===== src/motor_feedback_multiturn_tracker_core_assert.svh =====
// ----------------------------------------------------------------------------
// Assertion macros for the motor feedback multi-turn tracker
// Clocked on clk and disabled during rst in the module that uses them.
// ----------------------------------------------------------------------------
`ifndef MOTOR_FEEDBACK_MULTITURN_TRACKER_CORE_ASSERT_SVH
`define MOTOR_FEEDBACK_MULTITURN_TRACKER_CORE_ASSERT_SVH

// Consequent must hold in the same cycle as the antecedent.
`define MTT_ASSERT_NOW(lbl, ante, cons, msg) \
  lbl: assert property (@(posedge clk) disable iff (rst) (ante) |-> (cons)) \
    else $error(msg);

// Consequent must hold in the cycle after the antecedent.
`define MTT_ASSERT_NEXT(lbl, ante, cons, msg) \
  lbl: assert property (@(posedge clk) disable iff (rst) (ante) |=> (cons)) \
    else $error(msg);

`endif


===== src/mtt_pkg.sv =====
// ----------------------------------------------------------------------------
// mtt_pkg
// Widths, constants and shared types of the multi-turn tracker.
// ----------------------------------------------------------------------------
package mtt_pkg;

  localparam int TURN_COUNT_BITS = 32;
  localparam int WRAP_THRESHOLD  = 4200;

  // pi in Q16, degrees Q16 per encoder count (360*65536/8192), 24*80
  localparam int PI_Q16           = 205887;
  localparam int DEG_PER_COUNT    = 2880;
  localparam int NT_SCALE         = 1920;
  localparam int CUR_SCALE        = 80;
  localparam int SPEED_DIV        = 30;
  localparam int DQ_OFFSET        = 131072;
  localparam int COUNT_SHIFT      = 13;

  localparam int RR_W   = 16;
  localparam int PB_W   = 14;
  localparam int POS_W  = 16;
  localparam int SPD_W  = 16;
  localparam int CUR_W  = 23;
  localparam int TQ_W   = 32;
  localparam int TEMP_W = 8;
  localparam int ANG_W  = 48;
  localparam int CFG_W  = 16;
  localparam int IDX_W  = 2;

  localparam int SPD_MAG_W = 33;
  localparam int DEN_W     = 21;
  localparam int DQ_Q_W    = 36;
  localparam int DQ_W      = 38;
  localparam int DSR_W     = 37;
  localparam int NT_W      = 27;
  localparam int NT_MAG_W  = 26;

  localparam int SUM_W     = TURN_COUNT_BITS + 14;
  localparam int MUL_W     = SUM_W + 12;
  localparam int MAG_W     = MUL_W - 1;

  localparam int DQ_DVD_W  = SPD_MAG_W + 8;
  localparam int TQ_DVD_W  = NT_MAG_W + 16;
  localparam int ANG_DVD_W = MAG_W + 8;
  localparam int DIV_W0    = (DQ_DVD_W > TQ_DVD_W) ? DQ_DVD_W : TQ_DVD_W;
  localparam int DIV_W     = (ANG_DVD_W > DIV_W0) ? ANG_DVD_W : DIV_W0;
  localparam int CNT_W     = $clog2(DIV_W + 1);

  localparam logic [IDX_W-1:0] REG_REDUCTION_RATIO   = 2'd0;
  localparam logic [IDX_W-1:0] REG_ANGLE_TRACKING_ON = 2'd1;
  localparam logic [IDX_W-1:0] REG_POSITION_BIAS     = 2'd2;

  localparam logic OP_FEEDBACK = 1'b0;
  localparam logic OP_SET_BIAS = 1'b1;

  localparam logic [RR_W-1:0] RR_RESET = 16'd256;
  localparam logic [PB_W-1:0] PB_UNSET = '1;

  typedef struct packed {
    logic [RR_W-1:0]        reduction_ratio;
    logic                   angle_tracking_on;
    logic signed [PB_W-1:0] position_bias;
  } cfg_t;

  typedef struct packed {
    logic             start;
    logic [DIV_W-1:0] dividend;
    logic [DSR_W-1:0] divisor;
    logic [CNT_W-1:0] count;
  } div_req_t;

  typedef struct packed {
    logic             done;
    logic [DIV_W-1:0] quotient;
  } div_rsp_t;

  typedef struct packed {
    logic                     valid;
    logic signed [POS_W-1:0]  rotor_position;
    logic signed [SPD_W-1:0]  rotor_speed;
    logic signed [CUR_W-1:0]  current_amps;
    logic signed [TQ_W-1:0]   torque_estimate;
    logic [TEMP_W-1:0]        temperature;
    logic signed [ANG_W-1:0]  output_angle;
    logic                     saturated;
  } res_t;

endpackage


===== src/mtt_div.sv =====
// ----------------------------------------------------------------------------
// mtt_div
// Shared restoring divider, one quotient bit per cycle. The dividend comes
// in left aligned; after count steps the quotient sits in the low bits.
// ----------------------------------------------------------------------------
`include "motor_feedback_multiturn_tracker_core_assert.svh"

module mtt_div (
  input  logic              clk,
  input  logic              rst,
  input  mtt_pkg::div_req_t req,
  output mtt_pkg::div_rsp_t rsp
);

  logic                          busy;
  logic                          done;
  logic [mtt_pkg::CNT_W-1:0]     cnt;
  logic [mtt_pkg::DIV_W-1:0]     qr;
  logic [mtt_pkg::DSR_W-1:0]     rem;
  logic [mtt_pkg::DSR_W-1:0]     dsr;
  logic [mtt_pkg::DSR_W:0]       shifted;
  logic [mtt_pkg::DSR_W+1:0]     diff;
  logic                          fits;

  assign shifted = {rem, qr[mtt_pkg::DIV_W-1]};
  assign diff    = {1'b0, shifted} - {2'b00, dsr};
  assign fits    = !diff[mtt_pkg::DSR_W+1];

  always_ff @(posedge clk) begin
    if (rst) begin
      busy <= 1'b0;
      done <= 1'b0;
    end else begin
      done <= 1'b0;
      if (req.start) begin
        busy <= 1'b1;
        cnt  <= req.count;
        qr   <= req.dividend;
        rem  <= '0;
        dsr  <= req.divisor;
      end else if (busy) begin
        qr  <= {qr[mtt_pkg::DIV_W-2:0], fits};
        rem <= fits ? diff[mtt_pkg::DSR_W-1:0] : shifted[mtt_pkg::DSR_W-1:0];
        cnt <= cnt - 1'b1;
        if (cnt == mtt_pkg::CNT_W'(1)) begin
          busy <= 1'b0;
          done <= 1'b1;
        end
      end
    end
  end

  assign rsp.done     = done;
  assign rsp.quotient = qr;

  `MTT_ASSERT_NOW(a_start_idle, req.start, !busy, "divider started while busy")
  `MTT_ASSERT_NEXT(a_last_step_done, busy && cnt == mtt_pkg::CNT_W'(1), done && !busy, "divider missed its last step")
  `MTT_ASSERT_NOW(a_done_idle, done, !busy, "divider done while still busy")

endmodule


===== src/mtt_ctrl.sv =====
// ----------------------------------------------------------------------------
// mtt_ctrl
// Sequencer and datapath: decodes a frame, runs the speed term, torque and
// angle divisions on the shared divider and keeps the multi-turn state.
// ----------------------------------------------------------------------------
`include "motor_feedback_multiturn_tracker_core_assert.svh"

module mtt_ctrl (
  input  logic                                   clk,
  input  logic                                   rst,
  input  logic                                   in_valid,
  output logic                                   in_ready,
  input  logic                                   operation,
  input  logic signed [mtt_pkg::POS_W-1:0]       position_word,
  input  logic signed [mtt_pkg::SPD_W-1:0]       speed_word,
  input  logic signed [mtt_pkg::SPD_W-1:0]       current_word,
  input  logic [mtt_pkg::TEMP_W-1:0]             temperature_raw,
  input  logic signed [mtt_pkg::ANG_W-1:0]       bias_value,
  input  mtt_pkg::cfg_t                          cfg,
  input  logic                                   out_free,
  output mtt_pkg::res_t                          res,
  output mtt_pkg::div_req_t                      div_req,
  input  mtt_pkg::div_rsp_t                      div_rsp
);

  localparam logic [3:0] S_IDLE    = 4'd0;
  localparam logic [3:0] S_PREP    = 4'd1;
  localparam logic [3:0] S_DQ_GO   = 4'd2;
  localparam logic [3:0] S_DQ_WAIT = 4'd3;
  localparam logic [3:0] S_TQ_GO   = 4'd4;
  localparam logic [3:0] S_TQ_WAIT = 4'd5;
  localparam logic [3:0] S_AN_GO   = 4'd6;
  localparam logic [3:0] S_AN_WAIT = 4'd7;
  localparam logic [3:0] S_BIAS    = 4'd8;
  localparam logic [3:0] S_OUT     = 4'd9;

  localparam int DIFF_W = mtt_pkg::ANG_W + 1;
  localparam int D_W    = mtt_pkg::POS_W + 1;

  localparam logic [mtt_pkg::DIV_W-1:0] TQ_LIM =
    mtt_pkg::DIV_W'(1) << (mtt_pkg::TQ_W - 1);
  localparam logic [mtt_pkg::DIV_W-1:0] ANG_LIM =
    mtt_pkg::DIV_W'(1) << (mtt_pkg::ANG_W - 1);
  localparam logic signed [mtt_pkg::TQ_W-1:0] TQ_MAX =
    {1'b0, {(mtt_pkg::TQ_W-1){1'b1}}};
  localparam logic signed [mtt_pkg::TQ_W-1:0] TQ_MIN =
    {1'b1, {(mtt_pkg::TQ_W-1){1'b0}}};
  localparam logic signed [mtt_pkg::ANG_W-1:0] ANG_MAX =
    {1'b0, {(mtt_pkg::ANG_W-1){1'b1}}};
  localparam logic signed [mtt_pkg::ANG_W-1:0] ANG_MIN =
    {1'b1, {(mtt_pkg::ANG_W-1){1'b0}}};
  localparam logic signed [D_W-1:0] WRAP = D_W'(mtt_pkg::WRAP_THRESHOLD);

  logic [3:0]                                state;

  logic signed [mtt_pkg::POS_W-1:0]          pos_r;
  logic signed [mtt_pkg::SPD_W-1:0]          spd_r;
  logic signed [mtt_pkg::SPD_W-1:0]          cw_r;
  logic [mtt_pkg::TEMP_W-1:0]                temp_r;
  logic [mtt_pkg::RR_W-1:0]                  rr_eff;
  logic signed [mtt_pkg::CUR_W-1:0]          cur_r;
  logic signed [mtt_pkg::NT_W-1:0]           nt_r;
  logic                                      spd_neg;
  logic [mtt_pkg::SPD_MAG_W-1:0]             spd_mag;
  logic [mtt_pkg::DEN_W-1:0]                 den30;
  logic signed [mtt_pkg::SUM_W-1:0]          s_sum;
  logic signed [mtt_pkg::MUL_W-1:0]          s_mul;
  logic                                      ang_neg;
  logic [mtt_pkg::MAG_W-1:0]                 ang_mag;
  logic signed [mtt_pkg::DQ_W-1:0]           dq_r;
  logic signed [mtt_pkg::TQ_W-1:0]           torque_r;
  logic                                      sat_r;
  logic signed [mtt_pkg::ANG_W-1:0]          ang_r;

  logic [mtt_pkg::TURN_COUNT_BITS-1:0]       turn_count;
  logic signed [mtt_pkg::POS_W-1:0]          prev_pos;
  logic                                      prev_valid;
  logic signed [mtt_pkg::ANG_W-1:0]          angle_offset;
  logic                                      offset_init;
  logic signed [mtt_pkg::ANG_W-1:0]          held_angle;

  logic [mtt_pkg::SPD_W:0]                   spd_abs;
  logic signed [D_W-1:0]                     pos_delta;
  logic signed [mtt_pkg::DQ_W-1:0]           dq_q;
  logic [mtt_pkg::DSR_W-1:0]                 dq_abs;
  logic                                      nt_pos;
  logic                                      tq_needed;
  logic signed [mtt_pkg::ANG_W-1:0]          off_eff;
  logic signed [DIFF_W-1:0]                  ang_diff;
  logic                                      ang_ovf;

  assign in_ready = (state == S_IDLE);

  assign spd_abs   = spd_r[mtt_pkg::SPD_W-1] ? (mtt_pkg::SPD_W+1)'(-(D_W'(spd_r)))
                                             : (mtt_pkg::SPD_W+1)'(spd_r);
  assign pos_delta = D_W'(pos_r) - D_W'(prev_pos);
  assign dq_q      = signed'(mtt_pkg::DQ_W'(div_rsp.quotient[mtt_pkg::DQ_Q_W-1:0]));
  assign dq_abs    = dq_r[mtt_pkg::DQ_W-1] ? mtt_pkg::DSR_W'(-dq_r)
                                           : mtt_pkg::DSR_W'(dq_r);
  assign nt_pos    = !nt_r[mtt_pkg::NT_W-1] && (nt_r != '0);
  assign tq_needed = nt_pos && (dq_r != '0);

  // The first angle seen sets the bias unless a rotor position bias is configured.
  assign off_eff  = offset_init ? angle_offset :
                    (cfg.position_bias != mtt_pkg::PB_UNSET) ?
                      mtt_pkg::ANG_W'(cfg.position_bias) *
                      mtt_pkg::ANG_W'(mtt_pkg::DEG_PER_COUNT) :
                      ang_r;
  assign ang_diff = DIFF_W'(ang_r) - DIFF_W'(off_eff);
  assign ang_ovf  = ang_diff[DIFF_W-1] != ang_diff[DIFF_W-2];

  always_comb begin
    div_req = '0;
    unique case (state)
      S_DQ_GO: begin
        div_req.start    = 1'b1;
        div_req.dividend = mtt_pkg::DIV_W'(spd_mag) << (mtt_pkg::DIV_W - mtt_pkg::SPD_MAG_W);
        div_req.divisor  = mtt_pkg::DSR_W'(den30);
        div_req.count    = mtt_pkg::CNT_W'(mtt_pkg::DQ_DVD_W);
      end
      S_TQ_GO: begin
        div_req.start    = tq_needed;
        div_req.dividend = mtt_pkg::DIV_W'(nt_r[mtt_pkg::NT_MAG_W-1:0])
                           << (mtt_pkg::DIV_W - mtt_pkg::NT_MAG_W);
        div_req.divisor  = dq_abs;
        div_req.count    = mtt_pkg::CNT_W'(mtt_pkg::TQ_DVD_W);
      end
      S_AN_GO: begin
        div_req.start    = cfg.angle_tracking_on;
        div_req.dividend = mtt_pkg::DIV_W'(ang_mag) << (mtt_pkg::DIV_W - mtt_pkg::MAG_W);
        div_req.divisor  = mtt_pkg::DSR_W'(rr_eff);
        div_req.count    = mtt_pkg::CNT_W'(mtt_pkg::ANG_DVD_W);
      end
      default: ;
    endcase
  end

  always_ff @(posedge clk) begin
    if (rst) begin
      state        <= S_IDLE;
      turn_count   <= '0;
      prev_pos     <= '0;
      prev_valid   <= 1'b0;
      angle_offset <= '0;
      offset_init  <= 1'b0;
      held_angle   <= '0;
    end else begin
      unique case (state)
        S_IDLE: begin
          if (in_valid) begin
            if (operation == mtt_pkg::OP_SET_BIAS) begin
              angle_offset <= bias_value;
              offset_init  <= 1'b1;
              prev_valid   <= 1'b0;
            end else begin
              pos_r  <= position_word;
              spd_r  <= speed_word;
              cw_r   <= current_word;
              temp_r <= temperature_raw;
              rr_eff <= (cfg.reduction_ratio == '0) ? mtt_pkg::RR_W'(1)
                                                    : cfg.reduction_ratio;
              state  <= S_PREP;
            end
          end
        end
        S_PREP: begin
          cur_r   <= mtt_pkg::CUR_W'(cw_r) * mtt_pkg::CUR_W'(mtt_pkg::CUR_SCALE);
          nt_r    <= mtt_pkg::NT_W'(cw_r) * mtt_pkg::NT_W'(mtt_pkg::NT_SCALE);
          spd_neg <= spd_r[mtt_pkg::SPD_W-1];
          spd_mag <= mtt_pkg::SPD_MAG_W'((mtt_pkg::SPD_MAG_W+2)'(spd_abs) *
                                         (mtt_pkg::SPD_MAG_W+2)'(mtt_pkg::PI_Q16));
          den30   <= mtt_pkg::DEN_W'(rr_eff) * mtt_pkg::DEN_W'(mtt_pkg::SPEED_DIV);
          // Count a turn on a large jump of the encoder position.
          if (cfg.angle_tracking_on && prev_valid) begin
            if (pos_delta < -WRAP) begin
              turn_count <= turn_count + 1'b1;
            end else if (pos_delta > WRAP) begin
              turn_count <= turn_count - 1'b1;
            end
          end
          state <= S_DQ_GO;
        end
        S_DQ_GO: begin
          s_sum <= mtt_pkg::SUM_W'(pos_r) +
                   (mtt_pkg::SUM_W'(signed'(turn_count)) << mtt_pkg::COUNT_SHIFT);
          state <= S_DQ_WAIT;
        end
        S_DQ_WAIT: begin
          s_mul <= mtt_pkg::MUL_W'(s_sum) * mtt_pkg::MUL_W'(mtt_pkg::DEG_PER_COUNT);
          if (div_rsp.done) begin
            dq_r  <= (spd_neg ? -dq_q : dq_q) + mtt_pkg::DQ_W'(mtt_pkg::DQ_OFFSET);
            state <= S_TQ_GO;
          end
        end
        S_TQ_GO: begin
          ang_neg <= s_mul[mtt_pkg::MUL_W-1];
          ang_mag <= s_mul[mtt_pkg::MUL_W-1] ? mtt_pkg::MAG_W'(-s_mul)
                                             : mtt_pkg::MAG_W'(s_mul);
          if (tq_needed) begin
            state <= S_TQ_WAIT;
          end else begin
            // Zero denominator saturates; no positive drive gives zero torque.
            torque_r <= nt_pos ? TQ_MAX : '0;
            sat_r    <= nt_pos;
            state    <= S_AN_GO;
          end
        end
        S_TQ_WAIT: begin
          if (div_rsp.done) begin
            if (dq_r[mtt_pkg::DQ_W-1]) begin
              sat_r    <= div_rsp.quotient > TQ_LIM;
              torque_r <= (div_rsp.quotient > TQ_LIM) ? TQ_MIN
                          : -(mtt_pkg::TQ_W'(div_rsp.quotient));
            end else begin
              sat_r    <= div_rsp.quotient >= TQ_LIM;
              torque_r <= (div_rsp.quotient >= TQ_LIM) ? TQ_MAX
                          : mtt_pkg::TQ_W'(div_rsp.quotient);
            end
            state <= S_AN_GO;
          end
        end
        S_AN_GO: begin
          state <= cfg.angle_tracking_on ? S_AN_WAIT : S_OUT;
        end
        S_AN_WAIT: begin
          if (div_rsp.done) begin
            if (ang_neg) begin
              if (div_rsp.quotient > ANG_LIM) begin
                ang_r <= ANG_MIN;
                sat_r <= 1'b1;
              end else begin
                ang_r <= -(mtt_pkg::ANG_W'(div_rsp.quotient));
              end
            end else begin
              if (div_rsp.quotient >= ANG_LIM) begin
                ang_r <= ANG_MAX;
                sat_r <= 1'b1;
              end else begin
                ang_r <= mtt_pkg::ANG_W'(div_rsp.quotient);
              end
            end
            state <= S_BIAS;
          end
        end
        S_BIAS: begin
          angle_offset <= off_eff;
          offset_init  <= 1'b1;
          held_angle   <= ang_ovf ? (ang_diff[DIFF_W-1] ? ANG_MIN : ANG_MAX)
                                  : ang_diff[mtt_pkg::ANG_W-1:0];
          if (ang_ovf) begin
            sat_r <= 1'b1;
          end
          prev_pos   <= pos_r;
          prev_valid <= 1'b1;
          state      <= S_OUT;
        end
        S_OUT: begin
          if (out_free) begin
            state <= S_IDLE;
          end
        end
        default: state <= S_IDLE;
      endcase
    end
  end

  always_comb begin
    res.valid           = (state == S_OUT) && out_free;
    res.rotor_position  = pos_r;
    res.rotor_speed     = spd_r;
    res.current_amps    = cur_r;
    res.torque_estimate = torque_r;
    res.temperature     = temp_r;
    res.output_angle    = held_angle;
    res.saturated       = sat_r;
  end

  `MTT_ASSERT_NOW(a_res_slot_free, res.valid, out_free, "result issued into a full output register")
  `MTT_ASSERT_NEXT(a_turns_in_prep, state != S_PREP, $stable(turn_count), "turn count moved outside its update step")
  `MTT_ASSERT_NOW(a_div_done_wait, div_rsp.done, state == S_DQ_WAIT || state == S_TQ_WAIT || state == S_AN_WAIT, "divider result arrived with no step waiting")

endmodule


===== src/motor_feedback_multiturn_tracker_core.sv =====
// ----------------------------------------------------------------------------
// motor_feedback_multiturn_tracker_core
// Motor feedback decode with torque estimate and multi-turn shaft angle.
// ----------------------------------------------------------------------------
//
//  channel   handshake                  payload
//  -------   -------------------------  ---------------------------------------
//  input     in_valid / in_ready        operation, position_word, speed_word,
//                                       current_word, temperature_raw, bias_value
//  output    out_valid / out_ready      rotor_position, rotor_speed, current_amps,
//                                       torque_estimate, temperature,
//                                       output_angle, saturated
//  config    cfg_we, cfg_index          cfg_data (write only, no wait)
//
//  A feedback frame runs on the bit-serial shared divider: the speed term,
//  then the torque division unless the torque needs none, then the angle
//  division with tracking on. The next frame is accepted only once the
//  current one has left the sequencer. A set-bias item is taken in the idle
//  state and uses no divider step.
//  Reset restores the register defaults and clears the turn and bias state.
//  A result waits in the output register; the next frame is taken meanwhile
//  and holds in its last step while that register is still full.
// ----------------------------------------------------------------------------
module motor_feedback_multiturn_tracker_core (
  input  logic                                clk,
  input  logic                                rst,
  input  logic                                in_valid,
  output logic                                in_ready,
  input  logic                                operation,
  input  logic signed [mtt_pkg::POS_W-1:0]    position_word,
  input  logic signed [mtt_pkg::SPD_W-1:0]    speed_word,
  input  logic signed [mtt_pkg::SPD_W-1:0]    current_word,
  input  logic [mtt_pkg::TEMP_W-1:0]          temperature_raw,
  input  logic signed [mtt_pkg::ANG_W-1:0]    bias_value,
  output logic                                out_valid,
  input  logic                                out_ready,
  output logic signed [mtt_pkg::POS_W-1:0]    rotor_position,
  output logic signed [mtt_pkg::SPD_W-1:0]    rotor_speed,
  output logic signed [mtt_pkg::CUR_W-1:0]    current_amps,
  output logic signed [mtt_pkg::TQ_W-1:0]     torque_estimate,
  output logic [mtt_pkg::TEMP_W-1:0]          temperature,
  output logic signed [mtt_pkg::ANG_W-1:0]    output_angle,
  output logic                                saturated,
  input  logic                                cfg_we,
  input  logic [mtt_pkg::IDX_W-1:0]           cfg_index,
  input  logic [mtt_pkg::CFG_W-1:0]           cfg_data
);

  mtt_pkg::cfg_t     cfg;
  mtt_pkg::res_t     res;
  mtt_pkg::div_req_t div_req;
  mtt_pkg::div_rsp_t div_rsp;
  logic              out_free;

  always_ff @(posedge clk) begin
    if (rst) begin
      cfg.reduction_ratio   <= mtt_pkg::RR_RESET;
      cfg.angle_tracking_on <= 1'b0;
      cfg.position_bias     <= mtt_pkg::PB_UNSET;
    end else if (cfg_we) begin
      unique case (cfg_index)
        mtt_pkg::REG_REDUCTION_RATIO:   cfg.reduction_ratio   <= cfg_data;
        mtt_pkg::REG_ANGLE_TRACKING_ON: cfg.angle_tracking_on <= cfg_data[0];
        mtt_pkg::REG_POSITION_BIAS:     cfg.position_bias     <= cfg_data[mtt_pkg::PB_W-1:0];
        default: ;
      endcase
    end
  end

  assign out_free = !out_valid || out_ready;

  // Hold the result until the transaction completes on the output side.
  always_ff @(posedge clk) begin
    if (rst) begin
      out_valid <= 1'b0;
    end else if (res.valid) begin
      out_valid <= 1'b1;
    end else if (out_ready) begin
      out_valid <= 1'b0;
    end
  end

  always_ff @(posedge clk) begin
    if (res.valid) begin
      rotor_position  <= res.rotor_position;
      rotor_speed     <= res.rotor_speed;
      current_amps    <= res.current_amps;
      torque_estimate <= res.torque_estimate;
      temperature     <= res.temperature;
      output_angle    <= res.output_angle;
      saturated       <= res.saturated;
    end
  end

  mtt_ctrl u_ctrl (
    .clk             (clk),
    .rst             (rst),
    .in_valid        (in_valid),
    .in_ready        (in_ready),
    .operation       (operation),
    .position_word   (position_word),
    .speed_word      (speed_word),
    .current_word    (current_word),
    .temperature_raw (temperature_raw),
    .bias_value      (bias_value),
    .cfg             (cfg),
    .out_free        (out_free),
    .res             (res),
    .div_req         (div_req),
    .div_rsp         (div_rsp)
  );

  mtt_div u_div (
    .clk (clk),
    .rst (rst),
    .req (div_req),
    .rsp (div_rsp)
  );

endmodule


===== config.mk =====
export PLATFORM = sky130hd
export DESIGN_NAME = motor_feedback_multiturn_tracker_core
export DESIGN_NICKNAME = d
export VERILOG_FILES = /design/src/mtt_pkg.sv /design/src/mtt_div.sv /design/src/mtt_ctrl.sv /design/src/motor_feedback_multiturn_tracker_core.sv
export VERILOG_INCLUDE_DIRS = /design/src /design/src/src
export SDC_FILE = /design/constraint.sdc
export NUM_CORES = 2
export LEC_CHECK = 0
export ABC_AREA = 1
export BUFFER_PORTS_ARGS = -buffer_cell sky130_fd_sc_hd__buf_2
export CORE_ASPECT_RATIO = 1.25
export CORE_UTILIZATION = 50
export CTS_CLUSTER_DIAMETER = 50
export CTS_CLUSTER_SIZE = 20
export DETAILED_ROUTE_END_ITERATION = 16
export PLACE_DENSITY = 0.76
export SLEW_MARGIN = 20
export SYNTH_ARGS = -nofsm -noshare
export SYNTH_HDL_FRONTEND = slang
export SYNTH_SLANG_ARGS = --single-unit

===== constraint.sdc =====
create_clock -name clk -period 7.63 [get_ports clk]
set_input_delay 0.763 -clock clk [delete_from_list [all_inputs] [get_ports clk]]
set_output_delay 0.763 -clock clk [all_outputs]
set_load 0.03 [all_outputs]

## Yosys cells after proc, flatten, opt, wreduce, memory -nomap -nowiden

Cells that the tools add are included.

| word-level totals | value |
|---|---|
| flip-flop bits (word level) | 910 |
| latch bits | 0 |
| memory bits (writable) | 0 |
| memory bits (read-only) | 0 |
| bits of input ports | 128 |
| output and inout port bits | 146 |
| logic and storage cells | 194 |
| memories kept | 0 |

| cells by class | value |
|---|---|
| $add $sub $neg | 14 |
| $mul | 6 |
| divide/modulo/power cells | 0 |
| order comparisons | 6 |
| equality and inequality tests | 25 |
| shift operators | 0 |
| muxes and demuxes | 60 |
| bitwise operators | 3 |
| reductions and logical operators | 37 |

Operators with widths:

| kind | count |
|---|---|
| 48-bit two-way mux | 9 |
| 110-bit one-hot mux with 3 select lines | 1 |
| 32-bit two-way mux | 7 |
| 65-bit two-way mux | 2 |
| 37-bit two-way mux | 3 |
| 48-bit one-hot mux with 2 select lines | 1 |
| 65-bit by 32-bit >= comparator with 1-bit output (second input constant) | 1 |
| 65-bit by 48-bit >= comparator with 1-bit output (second input constant) | 1 |
| 65-bit by 32-bit greater-than comparator with 1-bit output (second input constant) | 1 |
| 65-bit by 48-bit greater-than comparator with 1-bit output (second input constant) | 1 |
| 32-bit one-hot mux with 2 select lines | 1 |
| 57-bit two-way mux | 1 |
| 57-bit negation | 1 |
| 46-bit by 7-bit multiplier with 52-bit output (second input constant) | 1 |
| 48-bit by 48-bit subtractor with 49-bit output | 1 |
| 48-bit negation | 1 |
| 16-bit by 45-bit adder with 46-bit output | 1 |
| 4-bit one-hot mux with 10 select lines | 1 |
| 38-bit by 37-bit subtractor with 39-bit output | 1 |
| 38-bit by 19-bit adder with 38-bit output (second input constant) | 1 |
| 38-bit two-way mux | 1 |
| 36-bit negation with 38-bit output | 1 |
| 38-bit nonzero test | 1 |
| 37-bit negation | 1 |
| other kinds (50) | 110 |

## Logic depth before layout (Yosys ltp)

| depth | value |
|---|---|
| depth after elaboration | 7 |
| gate-level depth with buffers | 39 |
| gate-level depth less buffers | 39 |

## Modules after synthesis

From an unflattened synthesis, not the netlist that was laid out.

| second synthesis, totals | value |
|---|---|
| cells, all modules | 7,476 |
| area total of the unflattened synthesis | 65,247.6 um^2 |

By module, submodules not included:

| module | times used | cells each | area each (um^2) | seq. area each (um^2) |
|---|---|---|---|---|
| mtt_ctrl | 1 | 6,004 | 50,502.2 | 16,005.4 |
| mtt_div | 1 | 1,145 | 9,013.6 | 4,424.2 |
| motor_feedback_multiturn_tracker_core | 1 | 327 | 5,731.7 | 4,964.8 |

## Worst setup path after synthesis

Ideal clock, no wire load.

| timing path | value |
|---|---|
| path type | register -> register |
| start point | reg u_ctrl.dq_r[0] in the netlist's numbering |
| end point | reg u_div.busy |
| setup time | 0.080 ns |
| arrival time | 7.657 ns |
| required time | 7.550 ns |
| path slack | -0.108 ns |
| cell stages (with the launch flop) | 20 |
| path buffers | 0 |
| period minus slack after synthesis | 7.738 ns |
| cells stage by stage | edfxtp_1 -> inv_1 -> ha_1 -> inv_1 -> nor3_2 -> nand2_1 -> inv_1 -> nand4_2 -> nor3_2 -> nand2_1 -> nor3_2 -> nand2_1 -> nor4_2 -> nor2_1 -> nand2_1 -> nand2_1 -> nor2_4 -> a21oi_1 -> o21ai_0 -> inv_1 |

| on the way | value |
|---|---|
| longest elaborated chain between the ends | 4 |

Ends and longest elaborated chain:

| element | line | text |
|---|---|---|
| start: declaration | mtt_ctrl.sv:70 | `logic signed [mtt_pkg::DQ_W-1:0] dq_r;` |
| start signal: assignment | mtt_ctrl.sv:191 | `dq_r <= (spd_neg ? -dq_q : dq_q) + mtt_pkg::DQ_W'(mtt_pkg::DQ_OFFSET);` |
| 38-bit nonzero test | mtt_ctrl.sv:101 | `assign tq_needed = nt_pos && (dq_r != '0);` |
| 1-bit logical AND | mtt_ctrl.sv:101 |  |
| 110-bit one-hot mux with 3 select lines | mtt_ctrl.sv:114 | `unique case (state)` |
| 1-bit two-way mux | mtt_div.sv:35 | `if (req.start) begin` |
| end signal: assignment | mtt_div.sv:31 | `busy <= 1'b0;` |
| end signal: assignment | mtt_div.sv:36 | `busy <= 1'b1;` |
| end signal: assignment | mtt_div.sv:46 | `busy <= 1'b0;` |
| end: declaration | mtt_div.sv:15 | `logic busy;` |

Every way passes these cells.
A chain may end at the register's enable or synchronous reset.

## Worst setup path after layout

| timing path | value |
|---|---|
| start point | reg u_ctrl.spd_r[1] in the netlist's numbering |
| end point | reg u_ctrl.spd_mag[29] in the netlist's numbering, data pin |

| on the way | value |
|---|---|
| longest elaborated chain between the ends | 3 |

Ends and longest elaborated chain:

| element | line | text |
|---|---|---|
| start: declaration | mtt_ctrl.sv:57 | `logic signed [mtt_pkg::SPD_W-1:0] spd_r;` |
| start signal: assignment | mtt_ctrl.sv:157 | `spd_r <= speed_word;` |
| 16-bit negation with 17-bit output | mtt_ctrl.sv:94 | `assign spd_abs = spd_r[mtt_pkg::SPD_W-1] ? (mtt_pkg::SPD_W+1)'(-(D_W'(spd_r)))` |
| 17-bit two-way mux * | mtt_ctrl.sv:94 |  |
| 17-bit by 18-bit multiplier with 33-bit output * | mtt_ctrl.sv:170 | `spd_mag <= mtt_pkg::SPD_MAG_W'((mtt_pkg::SPD_MAG_W+2)'(spd_abs) *` |
| end signal: assignment | mtt_ctrl.sv:170 |  |
| end: declaration | mtt_ctrl.sv:64 | `logic [mtt_pkg::SPD_MAG_W-1:0] spd_mag;` |

Every way passes the cells marked *; elsewhere a longest branch is shown, timed or not.

==> flow_summary.ini <==
[grt]
grt_overflow_total = 0
grt_use_total = 0.249
grt_pass1_wl_um = 253000
grt_max_degree = 95
grt_pass1_vias = 48300
antenna_found_initial = 0

[clock_network]
clk_path_buf_depth = 3
clk_pin_slew_ns = 0.08
cts_sinks = 903
htree_num_levels = 3
clockRootBuffer = clkbuf_16
cts_buffers = 94
hold_buffers = 0
clock_latency_ns = 0.72
cts_tree = built

[placement]
place_ws_ns = -0.0709
dpl_cell_area_um2 = 66700
finalWeightedCongestion = 0.977
port_buffers = 269
dpl.hpwl_um = 126000

[sta]
timing.final.crit_period_ns = 7.25
hold_slack_ns = 0.212
layout_worst_path_cycle_share = 0.950
relSlewSlack = 0.213
finClkSkew_ns = 0.0360
finalSetupViolCount = 0
hold_viol = 0
fmax_ghz = 0.138
fin_ws_ns = 0.382
worst_pin_slew_ns = 1.17
report.final.slew_viol_count = 0

[die]
core_area_um2 = 125000
fp-row-count = 145
die_x_um = 320
die-height_um = 400
pin_count = 274
dieArea_um2 = 128000
initial_core_util = 0.505

[route]
routed_wirelength_um = 161000
ant_nets = 0
drc = 0
vias = 48900
drtPass1Iterations = 6
avgViaCountPerCell = 5.45
drt_iter0_markers = 3508
wl_per_cell_um = 18.0

[logic_synthesis]
ys_types = 77
synth_edf_count = 719
ys_seq_area_frac = 0.399
async_flop_share = 0
synth_seq_cells = 903
synth_area_per_cell_um2 = 9.12
synth_flop_cell = edfxtp_1
yosysWarnings = 0
syn_inst = 6948
synth_area_um2 = 63400

[setup_path]
cp_max_fo = 4
regToRegSetupSlack_ns = 0.38
worst_ep_arrival_time_ns = 7.71
criticalPathCategory = reg -> reg
cp_common_cell = fa_1
slowest_stage = fa_1
required_ns = 8.09
critPathLaunchType = flop
critPathMaxStageDelay_ns = 0.55
endpoint_kind = flop

[power]
leakage_uw = 0.0306
ir_drop_mv = 0.529
p_per_area_nw_per_um2 = 308

[final_layout]
fin_util = 0.560
drive_gt1_frac = 0.0953
fillers = 10900
final_area_um2 = 70200
synthToLayoutAreaGrowth_pct = 10.9
finalNetCount = 8174

[run_status]
outcome = completed

[job]
maxCapViolCount = 0

[hold_path]
hp-class = in -> reg
-- sequential cells by signal (all words and copies together), names as in the netlist, 38 cells and up --
signal	flops
u_ctrl.s_sum	46
output_angle	48
u_ctrl.ang_mag	51
u_ctrl.held_angle	48
u_div.qr	65
u_ctrl.ang_r	48
u_ctrl.dq_r	38
u_ctrl.angle_offset	48
u_ctrl.s_mul	52
-- worst paths after layout --
check                startpoint            endpoint  depth (start not counted)
max reg2reg     u_ctrl.spd_r[1]  u_ctrl.spd_mag[29]                         29
max             u_ctrl.spd_r[1]  u_ctrl.spd_mag[29]                         29
min          temperature_raw[5]    u_ctrl.temp_r[5]                          1
min reg2reg    u_ctrl.cur_r[22]    current_amps[22]                          0
-- cell type report --
type	instances	area (µm²)	area share
Clock buffer	103	2460	0.0350
Antenna cell	1	2.50	0.0000356
Tap cell	1690	2110	0.0301
Inverter	1125	4230	0.0602
Sequential cell	903	25300	0.360
Timing Repair Buffer	348	1940	0.0277
Multi-Input combinational cell	4731	33200	0.473
Clock inverter	74	995	0.0142
-- timing repair --
action                                  in CTS  in global routing
setup buffers                                1                  2
hold endpoints to repair                     0                  0
gates resized for setup                      4                 22
pin swaps                                    1                  6
endpoints found under the setup margin       3                 51
-- cell usage in the layout, fill, tap and decap left out, types with 125 or more instances in the layout --
| cell type | Yosys | routed |
|---|---|---|
| inv_1 | 1104 | 1102 |
| nor2_1 | 421 | 409 |
| ha_1 | 578 | 577 |
| xor2_1 | 265 | 265 |
| buf_2 | 17 | 269 |
| o21ai_0 | 574 | 569 |
| dfxtp_1 | 184 | 184 |
| fa_1 | 265 | 265 |
| a21oi_1 | 558 | 553 |
| edfxtp_1 | 719 | 719 |
| nand2_1 | 1079 | 1077 |
| nand3_1 | 201 | 200 |
| xnor2_1 | 125 | 125 |
-- routing by layer --
| metal | track usage | vias to the layer above | wire length [µm] |
|---|---|---|---|
| met5 | 0 | - | 0 |
| met4 | 0.120 | 0 | 7720 |
| met3 | 0.0273 | 317 | 7770 |
| met2 | 0.453 | 1378 | 82100 |
| met1 | 0.291 | 23300 | 63600 |
| li1 | - | 23900 | - |
-- cells in the mapped netlist (11+ instances only) --
master,count,share of area
o221ai_1,16,0.0022
o31ai_1,13,0.0015
a21boi_0,19,0.0023
edfxtp_1,719,0.34
clkbuf_1,151,0.0089
o21ai_0,574,0.045
a2bb2oi_1,21,0.0029
nand2_2,20,0.0020
xor2_1,265,0.037
a21oi_1,558,0.044
a221oi_1,14,0.0019
buf_2,17,0.0013
nand4_1,54,0.0053
a211oi_1,16,0.0019
inv_1,1104,0.065
dfxtp_1,184,0.058
nor3_1,73,0.0058
inv_2,15,0.00089
nand2_1,1079,0.064
nand3_1,201,0.016
buf_1,15,0.00089
a21o_1,15,0.0018
xnor2_1,125,0.017
o21a_1,22,0.0026
o211ai_1,78,0.0092
o21ai_1,30,0.0024
o21bai_1,26,0.0031
ha_1,578,0.11
nor2_2,11,0.0011
fa_1,265,0.084
or2_2,21,0.0021
nor4_1,34,0.0034
nor2_1,421,0.025
a21oi_2,20,0.0028
a31oi_1,49,0.0048
-- worst max-delay path, delay by kind of cell (launching register included) --
| kind | cells | cell delay (ns) |
|---|---|---|
| fa+ha+maj | 8 | 3.53 |
| buf+inv | 6 | 0.61 |
| xor+xnor | 2 | 0.40 |
| flops | 1 | 0.39 |
| simple gates | 7 | 1.25 |
| compound gates | 6 | 0.84 |
-- power by group --
group	switching, µW	internal (µW)	leakage [µW]
combinational	6540	3880	0.0209
sequential	242	6070	0.00803
clock	2370	2580	0.00165
-- kinds of logic (layout without fill, tap and decap cells) --
logic type / after synthesis / after routing / synth area share
AOI/OAI and AO/OA: 1519 / 1519 / 0.136
xor gates and xnor gates: 392 / 392 / 0.0544
adders and majority gates: 843 / 843 / 0.198
buffers and inverters: 1322 / 1650 / 0.0800
DFF: 903 / 903 / 0.399
other: 2 / 11 / 0.000119
and+or+nand+nor: 1967 / 1967 / 0.133
-- per-stage QoR --
| stage | std cells | power (µW) | TNS [ns] |
|---|---|---|---|
| after detailed placement | 8794 | 16600 | -0.124 |
| final | 8975 | 21700 | 0 |
| after global placement | 8794 | 16400 | 0 |
| after floorplan | 6956 | 13900 | 0 |
| after global routing | 8974 | 23200 | -0.0111 |
| after CTS | 8972 | 21700 | 0 |
(Power assumes the default switching activity.)
